$ cat src/rtl/spq_pkg.sv
`timescale 1ns / 1ps

package spq_pkg;

    localparam int ID_W  = 16;
    localparam int KEY_W = 16;

    localparam logic [2:0] CMD_INSERT = 3'd0;
    localparam logic [2:0] CMD_REMOVE = 3'd1;
    localparam logic [2:0] CMD_MAX    = 3'd2;
    localparam logic [2:0] CMD_SEARCH = 3'd3;
    localparam logic [2:0] CMD_ADD    = 3'd4;

    localparam logic [1:0] STAT_OK       = 2'd0;
    localparam logic [1:0] STAT_EMPTY    = 2'd1;
    localparam logic [1:0] STAT_NOTFOUND = 2'd2;
    localparam logic [1:0] STAT_FULL     = 2'd3;

    typedef struct packed {
        logic [2:0]       cmd;
        logic [ID_W-1:0]  entry_id;
        logic [KEY_W-1:0] key_value;
    } t_req;

    typedef struct packed {
        logic [1:0]       status;
        logic [ID_W-1:0]  result_id;
        logic [KEY_W-1:0] result_key;
    } t_rsp;

    typedef struct packed {
        logic [ID_W-1:0]  entry_id;
        logic [KEY_W-1:0] key;
    } t_entry;

endpackage

$ cat src/rtl/spq_mem.sv
`timescale 1ns / 1ps

module spq_mem import spq_pkg::*; #(
    parameter int CAPACITY = 16
) (
    input  logic                        i_clk,
    input  logic                        i_rd_en,
    input  logic [$clog2(CAPACITY)-1:0] i_rd_addr,
    input  logic                        i_wr_en,
    input  logic [$clog2(CAPACITY)-1:0] i_wr_addr,
    input  t_entry                      i_wr_data,
    output t_entry                      o_rd_data
);

    t_entry r_mem [CAPACITY];
    t_entry r_rd_data;

    always_ff @(posedge i_clk) begin
        if (i_wr_en) begin
            r_mem[i_wr_addr] <= i_wr_data;
        end
        if (i_rd_en) begin
            r_rd_data <= r_mem[i_rd_addr];
        end
    end

    assign o_rd_data = r_rd_data;

endmodule

$ cat src/rtl/spq_ctrl.sv
`timescale 1ns / 1ps

module spq_ctrl import spq_pkg::*; #(
    parameter int CAPACITY = 16
) (
    input  logic                        i_clk,
    input  logic                        i_rst_n,
    input  logic                        i_req_valid,
    output logic                        o_req_ready,
    input  t_req                        i_req,
    output logic                        o_rsp_valid,
    input  logic                        i_rsp_ready,
    output t_rsp                        o_rsp,
    output logic                        o_rd_en,
    output logic [$clog2(CAPACITY)-1:0] o_rd_addr,
    output logic                        o_wr_en,
    output logic [$clog2(CAPACITY)-1:0] o_wr_addr,
    output t_entry                      o_wr_data,
    input  t_entry                      i_rd_data
);

    localparam int AW = $clog2(CAPACITY);
    localparam int OW = $clog2(CAPACITY + 1);

    localparam logic [1:0] S_IDLE  = 2'd0;
    localparam logic [1:0] S_WALK  = 2'd1;
    localparam logic [1:0] S_FLUSH = 2'd2;
    localparam logic [1:0] S_DONE  = 2'd3;

    // physical slot of a position counted from the head
    function automatic logic [AW-1:0] f_slot(input logic [AW-1:0] head,
                                             input logic [OW-1:0] pos);
        logic [OW:0] sum;
        sum = (OW+1)'(head) + (OW+1)'(pos);
        if (sum >= (OW+1)'(CAPACITY)) begin
            sum = sum - (OW+1)'(CAPACITY);
        end
        return sum[AW-1:0];
    endfunction

    logic [1:0]       r_state, n_state;
    logic [AW-1:0]    r_head, n_head;
    logic [OW-1:0]    r_occ, n_occ;
    logic             r_vld, n_vld;
    logic [OW-1:0]    r_pos, n_pos;
    logic [AW-1:0]    r_dpos, n_dpos;
    t_req             r_req, n_req;
    logic             r_placed, n_placed;
    logic             r_found, n_found;
    t_entry           r_carry, n_carry;
    logic [1:0]       r_status, n_status;
    logic [ID_W-1:0]  r_rid, n_rid;
    logic [KEY_W-1:0] r_rkey, n_rkey;

    logic [AW-1:0]    head_dec;
    logic [OW-1:0]    walk_len;
    logic [OW-1:0]    dpos_next;
    logic             last;
    logic             match;
    logic [KEY_W:0]   sum_raw;
    logic [KEY_W-1:0] sum_sat;

    assign head_dec  = (r_head == '0) ? AW'(CAPACITY - 1) : r_head - AW'(1);
    assign walk_len  = (r_req.cmd == CMD_REMOVE) ? OW'(1) : r_occ;
    assign dpos_next = OW'(r_dpos) + OW'(1);
    assign last      = (dpos_next == r_occ);
    assign match     = (i_rd_data.entry_id == r_req.entry_id);
    assign sum_raw   = (KEY_W+1)'(i_rd_data.key) + (KEY_W+1)'(r_req.key_value);
    assign sum_sat   = sum_raw[KEY_W] ? {KEY_W{1'b1}} : sum_raw[KEY_W-1:0];

    always_comb begin
        n_state   = r_state;
        n_head    = r_head;
        n_occ     = r_occ;
        n_vld     = 1'b0;
        n_pos     = r_pos;
        n_dpos    = r_pos[AW-1:0];
        n_req     = r_req;
        n_placed  = r_placed;
        n_found   = r_found;
        n_carry   = r_carry;
        n_status  = r_status;
        n_rid     = r_rid;
        n_rkey    = r_rkey;
        o_rd_en   = 1'b0;
        o_rd_addr = f_slot(r_head, r_pos);
        o_wr_en   = 1'b0;
        o_wr_addr = head_dec;
        o_wr_data = r_carry;

        unique case (r_state)
            S_IDLE: begin
                if (i_req_valid) begin
                    n_req    = i_req;
                    n_status = STAT_OK;
                    n_rid    = i_req.entry_id;
                    n_rkey   = '0;
                    n_pos    = '0;
                    n_placed = 1'b0;
                    n_found  = 1'b0;
                    n_carry  = '{entry_id: i_req.entry_id, key: i_req.key_value};
                    case (i_req.cmd) inside
                        CMD_INSERT: begin
                            if (r_occ == OW'(CAPACITY)) begin
                                n_status = STAT_FULL;
                                n_state  = S_DONE;
                            end else if (r_occ == '0) begin
                                o_wr_en   = 1'b1;
                                o_wr_addr = head_dec;
                                o_wr_data = '{entry_id: i_req.entry_id,
                                              key: i_req.key_value};
                                n_head    = head_dec;
                                n_occ     = r_occ + OW'(1);
                                n_state   = S_DONE;
                            end else begin
                                n_state = S_WALK;
                            end
                        end
                        CMD_REMOVE, CMD_MAX, CMD_SEARCH, CMD_ADD: begin
                            if (r_occ == '0) begin
                                n_status = STAT_EMPTY;
                                n_state  = S_DONE;
                            end else begin
                                n_state = S_WALK;
                            end
                        end
                        default: n_state = S_DONE;
                    endcase
                end
            end

            S_WALK: begin
                // read one entry per cycle; its data comes back in the next cycle
                if (r_pos < walk_len) begin
                    o_rd_en = 1'b1;
                    n_pos   = r_pos + OW'(1);
                    n_vld   = 1'b1;
                end
                if (r_vld) begin
                    case (r_req.cmd)
                        CMD_INSERT: begin
                            if (r_dpos == '0) begin
                                if (r_req.key_value <= i_rd_data.key) begin
                                    // new head
                                    o_wr_en   = 1'b1;
                                    o_wr_addr = head_dec;
                                    o_wr_data = r_carry;
                                    n_head    = head_dec;
                                    n_occ     = r_occ + OW'(1);
                                    n_state   = S_DONE;
                                end else if (last) begin
                                    n_state = S_FLUSH;
                                end
                            end else begin
                                // once placed, every later entry moves back by one
                                if (r_placed || r_req.key_value < i_rd_data.key) begin
                                    o_wr_en   = 1'b1;
                                    o_wr_addr = f_slot(r_head, OW'(r_dpos));
                                    o_wr_data = r_carry;
                                    n_carry   = i_rd_data;
                                    n_placed  = 1'b1;
                                end
                                if (last) begin
                                    n_state = S_FLUSH;
                                end
                            end
                        end
                        CMD_REMOVE: begin
                            n_rid   = i_rd_data.entry_id;
                            n_rkey  = i_rd_data.key;
                            n_head  = f_slot(r_head, OW'(1));
                            n_occ   = r_occ - OW'(1);
                            n_state = S_DONE;
                        end
                        CMD_MAX: begin
                            if (r_dpos == '0 || r_rkey <= i_rd_data.key) begin
                                n_rid  = i_rd_data.entry_id;
                                n_rkey = i_rd_data.key;
                            end
                            if (last) begin
                                n_state = S_DONE;
                            end
                        end
                        CMD_SEARCH: begin
                            if (match) begin
                                n_found = 1'b1;
                                n_rkey  = i_rd_data.key;
                            end
                            if (last) begin
                                n_status = (r_found || match) ? STAT_OK : STAT_NOTFOUND;
                                n_state  = S_DONE;
                            end
                        end
                        CMD_ADD: begin
                            if (match) begin
                                o_wr_en   = 1'b1;
                                o_wr_addr = f_slot(r_head, OW'(r_dpos));
                                o_wr_data = '{entry_id: r_req.entry_id, key: sum_sat};
                                n_found   = 1'b1;
                                n_rkey    = sum_sat;
                            end
                            if (last) begin
                                n_status = (r_found || match) ? STAT_OK : STAT_NOTFOUND;
                                n_state  = S_DONE;
                            end
                        end
                        default: n_state = S_DONE;
                    endcase
                end
            end

            S_FLUSH: begin
                // last displaced entry (or the new one) lands at the tail
                o_wr_en   = 1'b1;
                o_wr_addr = f_slot(r_head, r_occ);
                o_wr_data = r_carry;
                n_occ     = r_occ + OW'(1);
                n_state   = S_DONE;
            end

            S_DONE: begin
                if (i_rsp_ready) begin
                    n_state = S_IDLE;
                end
            end

            default: n_state = S_IDLE;
        endcase
    end

    always_ff @(posedge i_clk) begin
        if (!i_rst_n) begin
            r_state <= S_IDLE;
            r_head  <= '0;
            r_occ   <= '0;
            r_vld   <= 1'b0;
        end else begin
            r_state <= n_state;
            r_head  <= n_head;
            r_occ   <= n_occ;
            r_vld   <= n_vld;
        end
    end

    always_ff @(posedge i_clk) begin
        r_pos    <= n_pos;
        r_dpos   <= n_dpos;
        r_req    <= n_req;
        r_placed <= n_placed;
        r_found  <= n_found;
        r_carry  <= n_carry;
        r_status <= n_status;
        r_rid    <= n_rid;
        r_rkey   <= n_rkey;
    end

    assign o_req_ready = (r_state == S_IDLE);
    assign o_rsp_valid = (r_state == S_DONE);
    assign o_rsp       = '{status: r_status, result_id: r_rid, result_key: r_rkey};

endmodule

$ cat src/rtl/sorted_priority_queue_table.sv
// channel   dir  handshake                     payload
// request   in   i_req_valid / o_req_ready     i_req (t_req)
// response  out  o_rsp_valid / i_rsp_ready     o_rsp (t_rsp)
//
// One request at a time, walked one entry per cycle through the single memory read port.
// The response register loads when the controller is done: remove reads the head only; find
// max, search and add walk every entry; insert stops at the head entry if it goes in front,
// else walks to the end and then writes the tail; an empty or full table, an insert into an
// empty table and an unused code need no walk. Reset empties the table; the memory has no
// clearing pass. A waiting response blocks new requests only once another one is done too.
`timescale 1ns / 1ps

module sorted_priority_queue_table import spq_pkg::*; #(
    parameter int CAPACITY = 16
) (
    input  logic i_clk,
    input  logic i_rst_n,
    input  logic i_req_valid,
    output logic o_req_ready,
    input  t_req i_req,
    output logic o_rsp_valid,
    input  logic i_rsp_ready,
    output t_rsp o_rsp
);

    localparam int AW = $clog2(CAPACITY);

    logic          rd_en;
    logic [AW-1:0] rd_addr;
    logic          wr_en;
    logic [AW-1:0] wr_addr;
    t_entry        wr_data;
    t_entry        rd_data;

    logic          core_valid;
    logic          core_ready;
    t_rsp          core_rsp;

    logic          r_out_valid;
    t_rsp          r_out;

    spq_ctrl #(
        .CAPACITY (CAPACITY)
    ) u_ctrl (
        .i_clk       (i_clk),
        .i_rst_n     (i_rst_n),
        .i_req_valid (i_req_valid),
        .o_req_ready (o_req_ready),
        .i_req       (i_req),
        .o_rsp_valid (core_valid),
        .i_rsp_ready (core_ready),
        .o_rsp       (core_rsp),
        .o_rd_en     (rd_en),
        .o_rd_addr   (rd_addr),
        .o_wr_en     (wr_en),
        .o_wr_addr   (wr_addr),
        .o_wr_data   (wr_data),
        .i_rd_data   (rd_data)
    );

    spq_mem #(
        .CAPACITY (CAPACITY)
    ) u_mem (
        .i_clk     (i_clk),
        .i_rd_en   (rd_en),
        .i_rd_addr (rd_addr),
        .i_wr_en   (wr_en),
        .i_wr_addr (wr_addr),
        .i_wr_data (wr_data),
        .o_rd_data (rd_data)
    );

    assign core_ready = !r_out_valid || i_rsp_ready;

    always_ff @(posedge i_clk) begin
        if (!i_rst_n) begin
            r_out_valid <= 1'b0;
        end else if (core_ready) begin
            r_out_valid <= core_valid;
        end
    end

    always_ff @(posedge i_clk) begin
        if (core_ready && core_valid) begin
            r_out <= core_rsp;
        end
    end

    assign o_rsp_valid = r_out_valid;
    assign o_rsp       = r_out;

endmodule

$ cat config.mk
export PLATFORM = sky130hd
export DESIGN_NAME = sorted_priority_queue_table
export DESIGN_NICKNAME = d
export VERILOG_FILES = /design/src/rtl/spq_pkg.sv /design/src/rtl/spq_mem.sv /design/src/rtl/spq_ctrl.sv /design/src/rtl/sorted_priority_queue_table.sv
export SDC_FILE = /design/constraint.sdc
export NUM_CORES = 1
export LEC_CHECK = 0
export ABC_CLOCK_PERIOD_IN_PS = 6500
export BUFFER_PORTS_ARGS = -buffer_cell sky130_fd_sc_hd__buf_2
export CORE_MARGIN = 5
export CORE_UTILIZATION = 40
export CTS_CLUSTER_DIAMETER = 80
export DETAILED_ROUTE_END_ITERATION = 12
export GPL_ROUTABILITY_DRIVEN = 0
export PLACE_DENSITY = 0.68
export SYNTH_ARGS = -nofsm -noshare
export SYNTH_HDL_FRONTEND = slang
export SYNTH_HIERARCHICAL = 1
export SYNTH_SLANG_ARGS = --single-unit
export TNS_END_PERCENT = 1
$ cat constraint.sdc
create_clock -name i_clk -period 6.5 [get_ports i_clk]
set_clock_uncertainty 0.1 [all_clocks]
set_input_delay 1.95 -clock i_clk [delete_from_list [all_inputs] [get_ports i_clk]]
set_output_delay 1.95 -clock i_clk [all_outputs]
set_load 0.02 [all_outputs]
==> metrics, run 1 <==
Starting Density=40.3%; die width=284 microns; initial antenna violation count=4; Die ar.=80400 sq um; count of final hold-check violations=0; TritonCTS clock tree=yes; layout cells sized above 1=23.3%; Synth Flop Type=edfxtp_1; most frequent cells in the layout=edfxtp_1 (686), mux4_2 (128), buf_2 (74); Synth area leaders=edfxtp_1 (69%), mux4_2 (9.6%), ha_1 (3.1%); Placed Cells=2711; Synth cell types=86; top cell type's share of synthesized area=68.8%; largest net degree at the start of global routing=66; fmax=191 MHz; Yosys warnings=6; postcts setup bufs=0; worst vdd ir=491 uV; hold buffers post-CTS=0; first-pass GRT wire length=107000 microns; Worst setup SP type=flop; LEAKAGE=11.2 nW; fin area=34000 sq um; clock buffer depth=3; drt wl/cell=25.3 microns; Hold Path Class=reg -> reg; final net count=1928; syn_nets=1826; cell area power density=565 nW/um^2; gr usage total=17.4%; Mapped Cells=1710; chip height=284 microns; FP Rows=100; sequential power share=38.0%; Setup violations, final=0; overflow left after global routing=0; max_slew headroom=22.0%; Layout area overhead=13.5%; total core area=74300 sq um; DRC=0; htree depth=3; Setup TNS=0 ns; Num CTS Buffers=68; Sw Share=36.3%; Least-Margin Pin Slew=1.17 ns; WHS=0.320 ns; RSZ-0062 raised after global routing=no; asr flop ratio synth=0%; Vias/cell=5.80; Final Power=19.2 mW; clk slew on worst S/H paths=0.06 ns; status=finished clean; Fill cells=6260; CTS sink count=703; most area-hungry cell type in the Yosys netlist=edfxtp_1; Worst EP required=6.70 ns; Clk network pwr share=21.1%; post-CTS resize count=0; commonest non-fill, non-tap cell in the layout=edfxtp_1; DR pass1 iterations=7; Post-Layout Cell Count=2832; Worst Path Arrival=5.44 ns; Final min period=5.24 ns; NetSw=6.97 mW; drt total wl=71800 microns; area occupied by multi-input gates=8470 sq um; Post-Syn Area=29900 sq um; io pins=75; max-slew violation count=0; DP HPWL=45300 microns; root buffer cell=clkbuf_16; sequential area share after synthesis=69.9%; syn_area_per_cell=17.5 sq um; Max-Cap Viols=0; #FFs+latches synth=703; Final period util=80.6%; Comb pwr share=40.9%; DR vias=16.4k; crit end category=flop; Setup CP Type=reg -> reg; worst skew pair latency=0.61 ns; Final ANT Viol Nets=0; placed inst area=31700 sq um; Max FO, Critical Path=19; initial DRC count=1804; Storage cell area=20900 sq um; Post-synth EDFFs=686; vias in the first global route=16.6k; Pint=12.2 mW; IO buf count=74
[per-stage QoR]
stage | utilization, % | setup WS, ns
floorplan | - | 0.103
global placement | 42.6 | 1.20
detailed placement | 42.6 | 1.08
CTS | 45.7 | 1.35
global route | 45.7 | 0.978
finish | 45.7 | 1.26
[cell type report]
cell class | count | area share, %
Antenna cell | 1 | 0.00737
Clock buffer | 83 | 5.30
Clock inverter | 37 | 1.40
Inverter | 73 | 0.814
Multi-Input combinational cell | 847 | 24.9
Sequential cell | 703 | 61.6
Tap cell | 969 | 3.57
Timing Repair Buffer | 119 | 2.34
[critical path, stage by stage (launching register included)]
cell,delay [ns]
edfxtp_1,0.42
inv_1,0.09
ha_1,0.53
nand4_4,0.16
nor4_4,0.38
nand2_2,0.12
a21boi_0,0.44
a21oi_1,0.14
o41ai_1,0.85
nand3_1,0.49
nor2_4,0.88
buf_4,0.32
[final timing paths]
| path | slack, ns | startpoint | depth (start not counted) | to |
|---|---|---|---|---|
| worst max register to register | 1.26 | u_mem/o_rd_data[11]$_DFFE_PP_ | 11 | u_mem/r_mem[14][24]$_DFFE_PP_ |
| worst min-delay path | 0.32 | u_ctrl/r_rid[9]$_DFFE_PP_ | 0 | o_rsp[25]$_DFFE_PP_ |
| worst min register to register | 0.32 | u_ctrl/r_rid[9]$_DFFE_PP_ | 0 | o_rsp[25]$_DFFE_PP_ |
| worst max-delay path | 1.26 | u_mem/o_rd_data[11]$_DFFE_PP_ | 11 | u_mem/r_mem[14][24]$_DFFE_PP_ |
[metal layers]
layer / vias to the layer above / global-route usage [%] / routed length [microns]
met1: 8501 / 23.3 / 29200
met2: 667 / 29.6 / 35800
met4: 2 / 5.68 / 1990
li1: 7123 / - / -
met3: 127 / 2.49 / 4720
met5: - / 0 / 17
[power groups by stage]
stage / Clock [mW] / Combinational (mW) / Sequential (mW)
floorplan: 0 / 5.39 / 7.25
global placement: 0 / 7.63 / 7.34
detailed placement: 0 / 7.80 / 7.38
CTS: 4.12 / 7.86 / 7.29
global route: 4.32 / 8.40 / 7.37
finish: 4.05 / 7.84 / 7.30
[cell families (layout without fill, tap and decap cells)]
kind of cell               Yosys count  in the layout  share of synthesized area (%)
DFF                                703            703                           69.9
and+or+nand+nor                    244            244                           4.23
xor gates and xnor gates            46             46                           1.35
buffers and inverters              160            312                           2.44
adders and majority gates           77             77                           3.32
other                                0              1                              0
muxes                              180            180                           11.6
AOI/OAI and AO/OA                  300            300                           7.17
[cell usage after synthesis (17+ instances only)]
master	count
a22oi_1	72
nor2_1	53
a21oi_1	50
dfxtp_1	17
o21ai_0	32
a21o_1	17
ha_1	73
inv_1	71
edfxtp_1	686
nor3_1	26
mux4_2	128
xnor2_1	35
clkbuf_1	38
mux2_2	32
nand2_1	72
[flip-flops by register name (all words and copies together) (netlist names), 4 cells and up]
signal,count
u_mem/r_mem,512
u_ctrl/r_req,35
u_ctrl/r_rkey,16
u_mem/o_rd_data,32
u_ctrl/r_dpos,4
u_ctrl/r_head,4
o_rsp,34
u_ctrl/r_occ,5
u_ctrl/r_rid,16
u_ctrl/r_carry,32
u_ctrl/r_pos,5
(Power assumes the default switching activity.)
==> run 2, diff against run 1 <==
Settings changed: ABC_CLOCK_PERIOD_IN_PS 6500 to 5500, PLACE_DENSITY 0.68 to 0.66.
Clock period 6.5 ns to 5.5 ns, I/O delays scaled along.
==> run 2 against run 1 <==
  * Worst setup slack worse by 0.34 ns
  * Hold slack worse by 0.0065 ns
  * Sequential share of layout area is 0.22 points higher
  * Total power grew 16%
  * Critical path depth increased by 1
  * Global-route usage is 0.28 points lower
  * Combinational power is 18% higher
  * Maximum frequency is 14% higher
  * Critical path type unchanged
  * Critical endpoint is now u_mem/r_mem[11][27]$_DFFE_PP_
  * Largest cell class unchanged
==> metrics, run 2 (same netlist as run 1, synthesis figures left out) <==
worst hold path depth=0 (unchanged); Worst setup SP type=flop; max reg flops=512 (unchanged); Die ar.=80400 sq um (unchanged); FP Rows=100 (unchanged); largest net degree at the start of global routing=55 (-17%); post-CTS resize count=0 (unchanged); Vias/cell=5.78 (-0.39%); reg-to-reg critical path endpoint=u_mem/r_mem[11][27]$_DFFE_PP_; Final period util=83.3% (+2.7 points); Max-Cap Viols=0 (unchanged); LEAKAGE=11.2 nW (about the same); crit end category=flop; hold buffers post-CTS=0 (unchanged); Worst R2R Setup Slack=0.92 ns (-0.34 ns); Layout area overhead=13.1%; clock buffer depth=3 (unchanged); status=finished clean; ANT cells=0 (-1); Hold Path Class=reg -> reg; first-pass GRT wire length=106000 microns (-1.2%); Final ANT Viol Nets=0 (unchanged); Least-Margin Pin Slew=1.31 ns (+0.142 ns); layout cells sized above 1=23.4% (+0.077 points); cell area power density=660 nW/um^2 (+17%); IO buf count=74 (unchanged); drt total wl=70300 microns (-2.1%); Max FO, Critical Path=32 (+13); DRC=0 (unchanged); Most flops, register=u_mem/r_mem; vias in the first global route=16.7k (+0.52%); Endpoint, Worst Hold=o_rsp[31]$_DFFE_PP_; die width=284 microns (unchanged); DR vias=16.4k (-0.037%); RSZ-0062 raised after global routing=no; fin area=33800 sq um (-0.35%); postcts setup bufs=0 (unchanged); initial antenna violation count=0 (-4); initial DRC count=1610 (-11%); max_slew headroom=12.5% (-9.4 points); Fill cells=6284 (+0.38%); critical hold path startpoint=u_ctrl/r_rid[15]$_DFFE_PP_; htree depth=3 (unchanged); Worst EP required=5.62 ns (-1.08 ns); Finished Core Util=45.5% (-0.16 points); Setup violations, final=0 (unchanged); final net count=1937 (+0.47%); root buffer cell=clkbuf_16; DR pass1 iterations=6 (-1); gr usage total=17.1% (-0.28 points); io pins=75 (unchanged); Starting Density=40.3% (unchanged); count of final hold-check violations=0 (unchanged); reg2reg path depth=12 (+1); clk slew on worst S/H paths=0.06 ns (about the same); DP HPWL=44300 microns (-2.1%); Final min period=4.58 ns (-0.658 ns); final setup margin=0.921 ns (-0.342 ns); commonest non-fill, non-tap cell in the layout=edfxtp_1; overflow left after global routing=0 (unchanged); Worst Path Arrival=4.69 ns (-0.75 ns); placed inst area=31700 sq um (about the same); CTS sink count=703 (unchanged); fmax=218 MHz (+14%); worst skew pair latency=0.60 ns (about the same); max-slew violation count=0 (unchanged); Placed Cells=2719 (+0.30%); most frequent cells in the layout=edfxtp_1 (686), mux4_2 (128), buf_2 (74); total core area=74300 sq um (unchanged); drt wl/cell=24.7 microns (-2.5%); Num CTS Buffers=69 (+1.5%); Setup TNS=0 ns (unchanged); chip height=284 microns (unchanged); Setup CP Type=reg -> reg; Post-Layout Cell Count=2842 (+0.35%); Critical R2R Launch=u_mem/o_rd_data[11]$_DFFE_PP_; TritonCTS clock tree=yes; worst vdd ir=402 uV (-18%); worst slack at placement=0.959 ns (-0.120 ns)
-- run 2: stage by stage --
stage / total power [mW] / hold WS, ns
after CTS: 22.4 / 0.316
after floorplan: 14.9 / 0.300
after detailed placement: 17.9 / 0.305
after global placement: 17.7 / 0.304
final: 22.3 / 0.314
after global routing: 23.5 / 0.323
-- run 2: worst max-delay path, cell delays in order (launching register included) --
cell,delay [ns]
edfxtp_1,0.41
inv_1,0.10
ha_1,0.51
nand4_4,0.15
nor4_4,0.37
o21ai_1,0.15
a31oi_1,0.39
o21ai_0,0.23
a41oi_1,0.30
a221o_1,0.41
nand2_1,0.34
nor2_4,0.18
buf_4,0.54
-- run 2: power breakdown --
group	leakage [nW]	internal [mW]	switching, mW
clock	1.07	2.57	1.94
sequential	6.38	8.11	0.480
combinational	3.79	3.52	5.73
-- run 2: final cells by class --
class | instances | area [sq um] | area share, %
Multi-Input combinational cell | 847 | 8470 | 25.0
Clock inverter | 45 | 367 | 1.08
Timing Repair Buffer | 127 | 806 | 2.38
Tap cell | 969 | 1210 | 3.58
Inverter | 73 | 277 | 0.817
Sequential cell | 703 | 20900 | 61.9
Clock buffer | 78 | 1780 | 5.26
-- run 2: how the worst max path moves through the flow --
stage	start	to
final	u_mem/o_rd_data[11]$_DFFE_PP_	u_mem/r_mem[11][27]$_DFFE_PP_
after global routing	u_mem/o_rd_data[11]$_DFFE_PP_	u_mem/r_mem[11][25]$_DFFE_PP_
after CTS	u_mem/o_rd_data[11]$_DFFE_PP_	u_mem/r_mem[11][25]$_DFFE_PP_
after detailed placement	i_req[33]	u_mem/r_mem[0][22]$_DFFE_PP_
after global placement	i_req[33]	u_mem/r_mem[0][22]$_DFFE_PP_
after floorplan	i_req[33]	u_mem/r_mem[4][0]$_DFFE_PP_
-- run 2: layer usage --
metal	vias to the layer above	part of all wire, %	wire length [microns]	track usage, %
met1	8587	42	29400	23.1
li1	7132	-	-	-
met3	89	6.0	4200	2.56
met5	-	0	0	0
met4	0	1.9	1330	4.65
met2	606	50	35300	29.3
==> run 3, diff against run 2 <==
Settings changed: ABC_AREA set to 1, ABC_CLOCK_PERIOD_IN_PS 5500 to 4500.
Clock period 5.5 ns to 4.5 ns, I/O delays scaled along.
==> run 3 against run 2 <==
  * Sequential share of layout area is 5.7 points lower
  * Hold slack better by 0.0025 ns
  * Largest cell class unchanged
  * Critical endpoint is now u_mem/r_mem[7][8]$_DFFE_PP_
  * Cell count is 57% higher
  * Via count is 39% higher
==> metrics, run 3 <==
io pins=75 (unchanged); critical hold path startpoint=u_ctrl/r_rid[4]$_DFFE_PP_; Starting Density=40.3% (about the same); IO buf count=74 (unchanged); Max FO, Critical Path=26 (-19%); reg2reg path depth=16 (+4); max-slew violation count=0 (unchanged); worst skew pair latency=0.61 ns (about the same); root buffer cell=clkbuf_16; postcts setup bufs=0 (unchanged); syn_area_per_cell=10.1 sq um (-42%); Synth top cells by count=nand2_1 (860), edfxtp_1 (686), inv_1 (575); Vias/cell=5.11 (-12%); initial DRC count=2473 (+54%); initial antenna violation count=4 (+4); CTS sink count=703 (unchanged); Worst Path Arrival=4.07 ns (-0.62 ns); worst hold path depth=0 (unchanged); FP Rows=105 (+5.0%); clk slew on worst S/H paths=0.06 ns (about the same); Worst R2R Setup Slack=0.62 ns (-0.30 ns); worst slack at placement=0.471 ns (-0.487 ns); RSZ-0062 raised after global routing=no; Final ANT Viol Nets=0 (unchanged); top cell type's share of synthesized area=62.2% (-6.6 points); Synth Flop Type=edfxtp_1; DRC=0 (unchanged); Synth cell types=49 (-43%); cell area power density=823 nW/um^2 (+25%); layout cells sized above 1=9.96% (-13 points); Final min period=3.88 ns (-0.695 ns); largest net degree at the start of global routing=159 (+190%); sequential area share after synthesis=63.3% (-6.7 points); TritonCTS clock tree=yes; reg-to-reg critical path endpoint=u_mem/r_mem[7][8]$_DFFE_PP_; DR pass1 iterations=6 (unchanged); Hold Path Class=reg -> reg; drt total wl=84700 microns (+21%); final net count=3456 (+78%); DP HPWL=52000 microns (+17%); total core area=82100 sq um (+10%); Num CTS Buffers=70 (+1.4%); Post-synth EDFFs=686 (unchanged); post-CTS resize count=0 (unchanged); most area-hungry cell type in the Yosys netlist=edfxtp_1; cell with the most instances after synthesis=nand2_1; Final period util=86.3% (+3.0 points); gr usage total=18.6% (+1.5 points); clock buffer depth=3 (unchanged); Critical R2R Launch=u_mem/o_rd_data[13]$_DFFE_PP_; ANT cells=0 (unchanged); asr flop ratio synth=0% (unchanged); syn_nets=3377 (+85%); Max-Cap Viols=0 (unchanged); Post-Syn Area=33100 sq um (+11%); Setup CP Type=reg -> reg; Die ar.=88600 sq um (+10%); Worst setup SP type=flop; Setup violations, final=0 (unchanged); Layout area overhead=12.6%; commonest non-fill, non-tap cell in the layout=nand2_1; Endpoint, Worst Hold=o_rsp[20]$_DFFE_PP_; Mapped Cells=3261 (+91%); drt wl/cell=19.0 microns (-23%); max_slew headroom=19.6% (+7.1 points); worst vdd ir=1050 uV (+160%); crit end category=flop; chip height=298 microns (+5.0%); DR vias=22.8k (+39%); Worst EP required=4.69 ns (-0.93 ns); htree depth=3 (unchanged); Least-Margin Pin Slew=1.20 ns (-0.109 ns); #FFs+latches synth=703 (unchanged); overflow left after global routing=0 (unchanged); Synth area leaders=edfxtp_1 (62%), nand2_1 (9.8%), nand3_1 (6.8%); hold buffers post-CTS=0 (unchanged); die width=298 microns (+5.0%); max reg flops=512 (unchanged); Yosys warnings=6 (unchanged); fin area=37300 sq um (+10%); Setup TNS=0 ns (unchanged); Most flops, register=u_mem/r_mem; fmax=257 MHz (+18%); first-pass GRT wire length=130000 microns (+22%); most frequent cells in the layout=nand2_1 (860), edfxtp_1 (686), inv_1 (573); final setup margin=0.616 ns (-0.305 ns); Finished Core Util=45.4% (-0.15 points); vias in the first global route=21.9k (+31%); count of final hold-check violations=0 (unchanged); placed inst area=34900 sq um (+10%); LEAKAGE=15.6 nW (+39%); status=finished clean
-- run 3: cell count changes after synthesis, sizes merged, moves of 46 or more --
cell   change
mux4     -128
a22oi     -72
inv      +518
o21ai     +46
mux2      -47
nand3    +437
nand2    +794
nor2      +54
buf       +63
-- run 3: worst max-delay path by stage --
stage                                   end  slack (ns)                          start  cells after the start
3_5_place_dp   u_mem/r_mem[7][29]$_DFFE_PP_        0.47                      i_req[33]                      9
2_1_floorplan  u_mem/r_mem[12][0]$_DFFE_PP_        0.25                      i_req[33]                      7
5_1_grt        u_mem/r_mem[9][17]$_DFFE_PP_        0.39  u_mem/o_rd_data[15]$_DFFE_PP_                     16
6_report        u_mem/r_mem[7][8]$_DFFE_PP_        0.62  u_mem/o_rd_data[13]$_DFFE_PP_                     16
4_1_cts        u_mem/r_mem[7][10]$_DFFE_PP_        0.66  u_mem/o_rd_data[13]$_DFFE_PP_                     16
3_3_place_gp   u_mem/r_mem[7][19]$_DFFE_PP_        0.48                      i_req[33]                      9
-- run 3: power breakdown --
part,total (mW),internal (mW),switching (mW),leakage [nW]
logic,14.2,3.88,10.3,8.08
registers,10.5,9.97,0.517,6.39
clock network,5.98,3.47,2.51,1.15
-- run 3: metrics by stage --
stage / cells / power [mW] / hold slack [ns]
floorplan: 3261 / 20.0 / 0.300
global placement: 4337 / 24.5 / 0.303
detailed placement: 4337 / 24.7 / 0.305
CTS: 4463 / 30.7 / 0.315
global route: 4464 / 32.5 / 0.320
finish: 4464 / 30.7 / 0.316
-- run 3: layer usage --
metal / vias up / track usage (%) / routed length, microns / part of all wire [%]
met1: 10800 / 25.8 / 35700 / 42
met2: 947 / 30.1 / 39400 / 46
li1: 10900 / - / - / -
met4: 0 / 7.27 / 2980 / 3.5
met3: 136 / 2.50 / 6720 / 7.9
met5: - / 0 / 0 / 0
-- run 3: logic make-up after synthesis --
kind of cell / after synthesis / synth area share [%]
and+or+nand+nor: 1458 / 18.7
AOI/OAI and AO/OA: 244 / 4.43
buffers and inverters: 735 / 9.40
adders and majority gates: 77 / 3.00
xor gates and xnor gates: 44 / 1.16
DFF: 703 / 63.3
-- run 3: layout make-up --
| cell class | count | area, sq um |
|---|---|---|
| Timing Repair Buffer | 150 | 1180 |
| Fill cell | 7429 | 44800 |
| Inverter | 592 | 2230 |
| Clock buffer | 81 | 1840 |
| Sequential cell | 703 | 20900 |
| Clock inverter | 45 | 504 |
| Tap cell | 1070 | 1340 |
| Multi-Input combinational cell | 1823 | 9240 |
-- run 3: worst max-delay path: stages, from the launching register on --
cell	delay, ns
edfxtp_1	0.39
inv_1	0.09
ha_1	0.39
a21oi_1	0.17
o21ai_0	0.12
nor2_1	0.17
nand2_1	0.13
nand2_1	0.10
nand3_1	0.14
nand2_1	0.19
nand2_1	0.07
nand3_1	0.09
nand2_1	0.06
a21oi_1	0.27
nand3b_1	0.41
nor2_4	0.38
buf_12	0.28
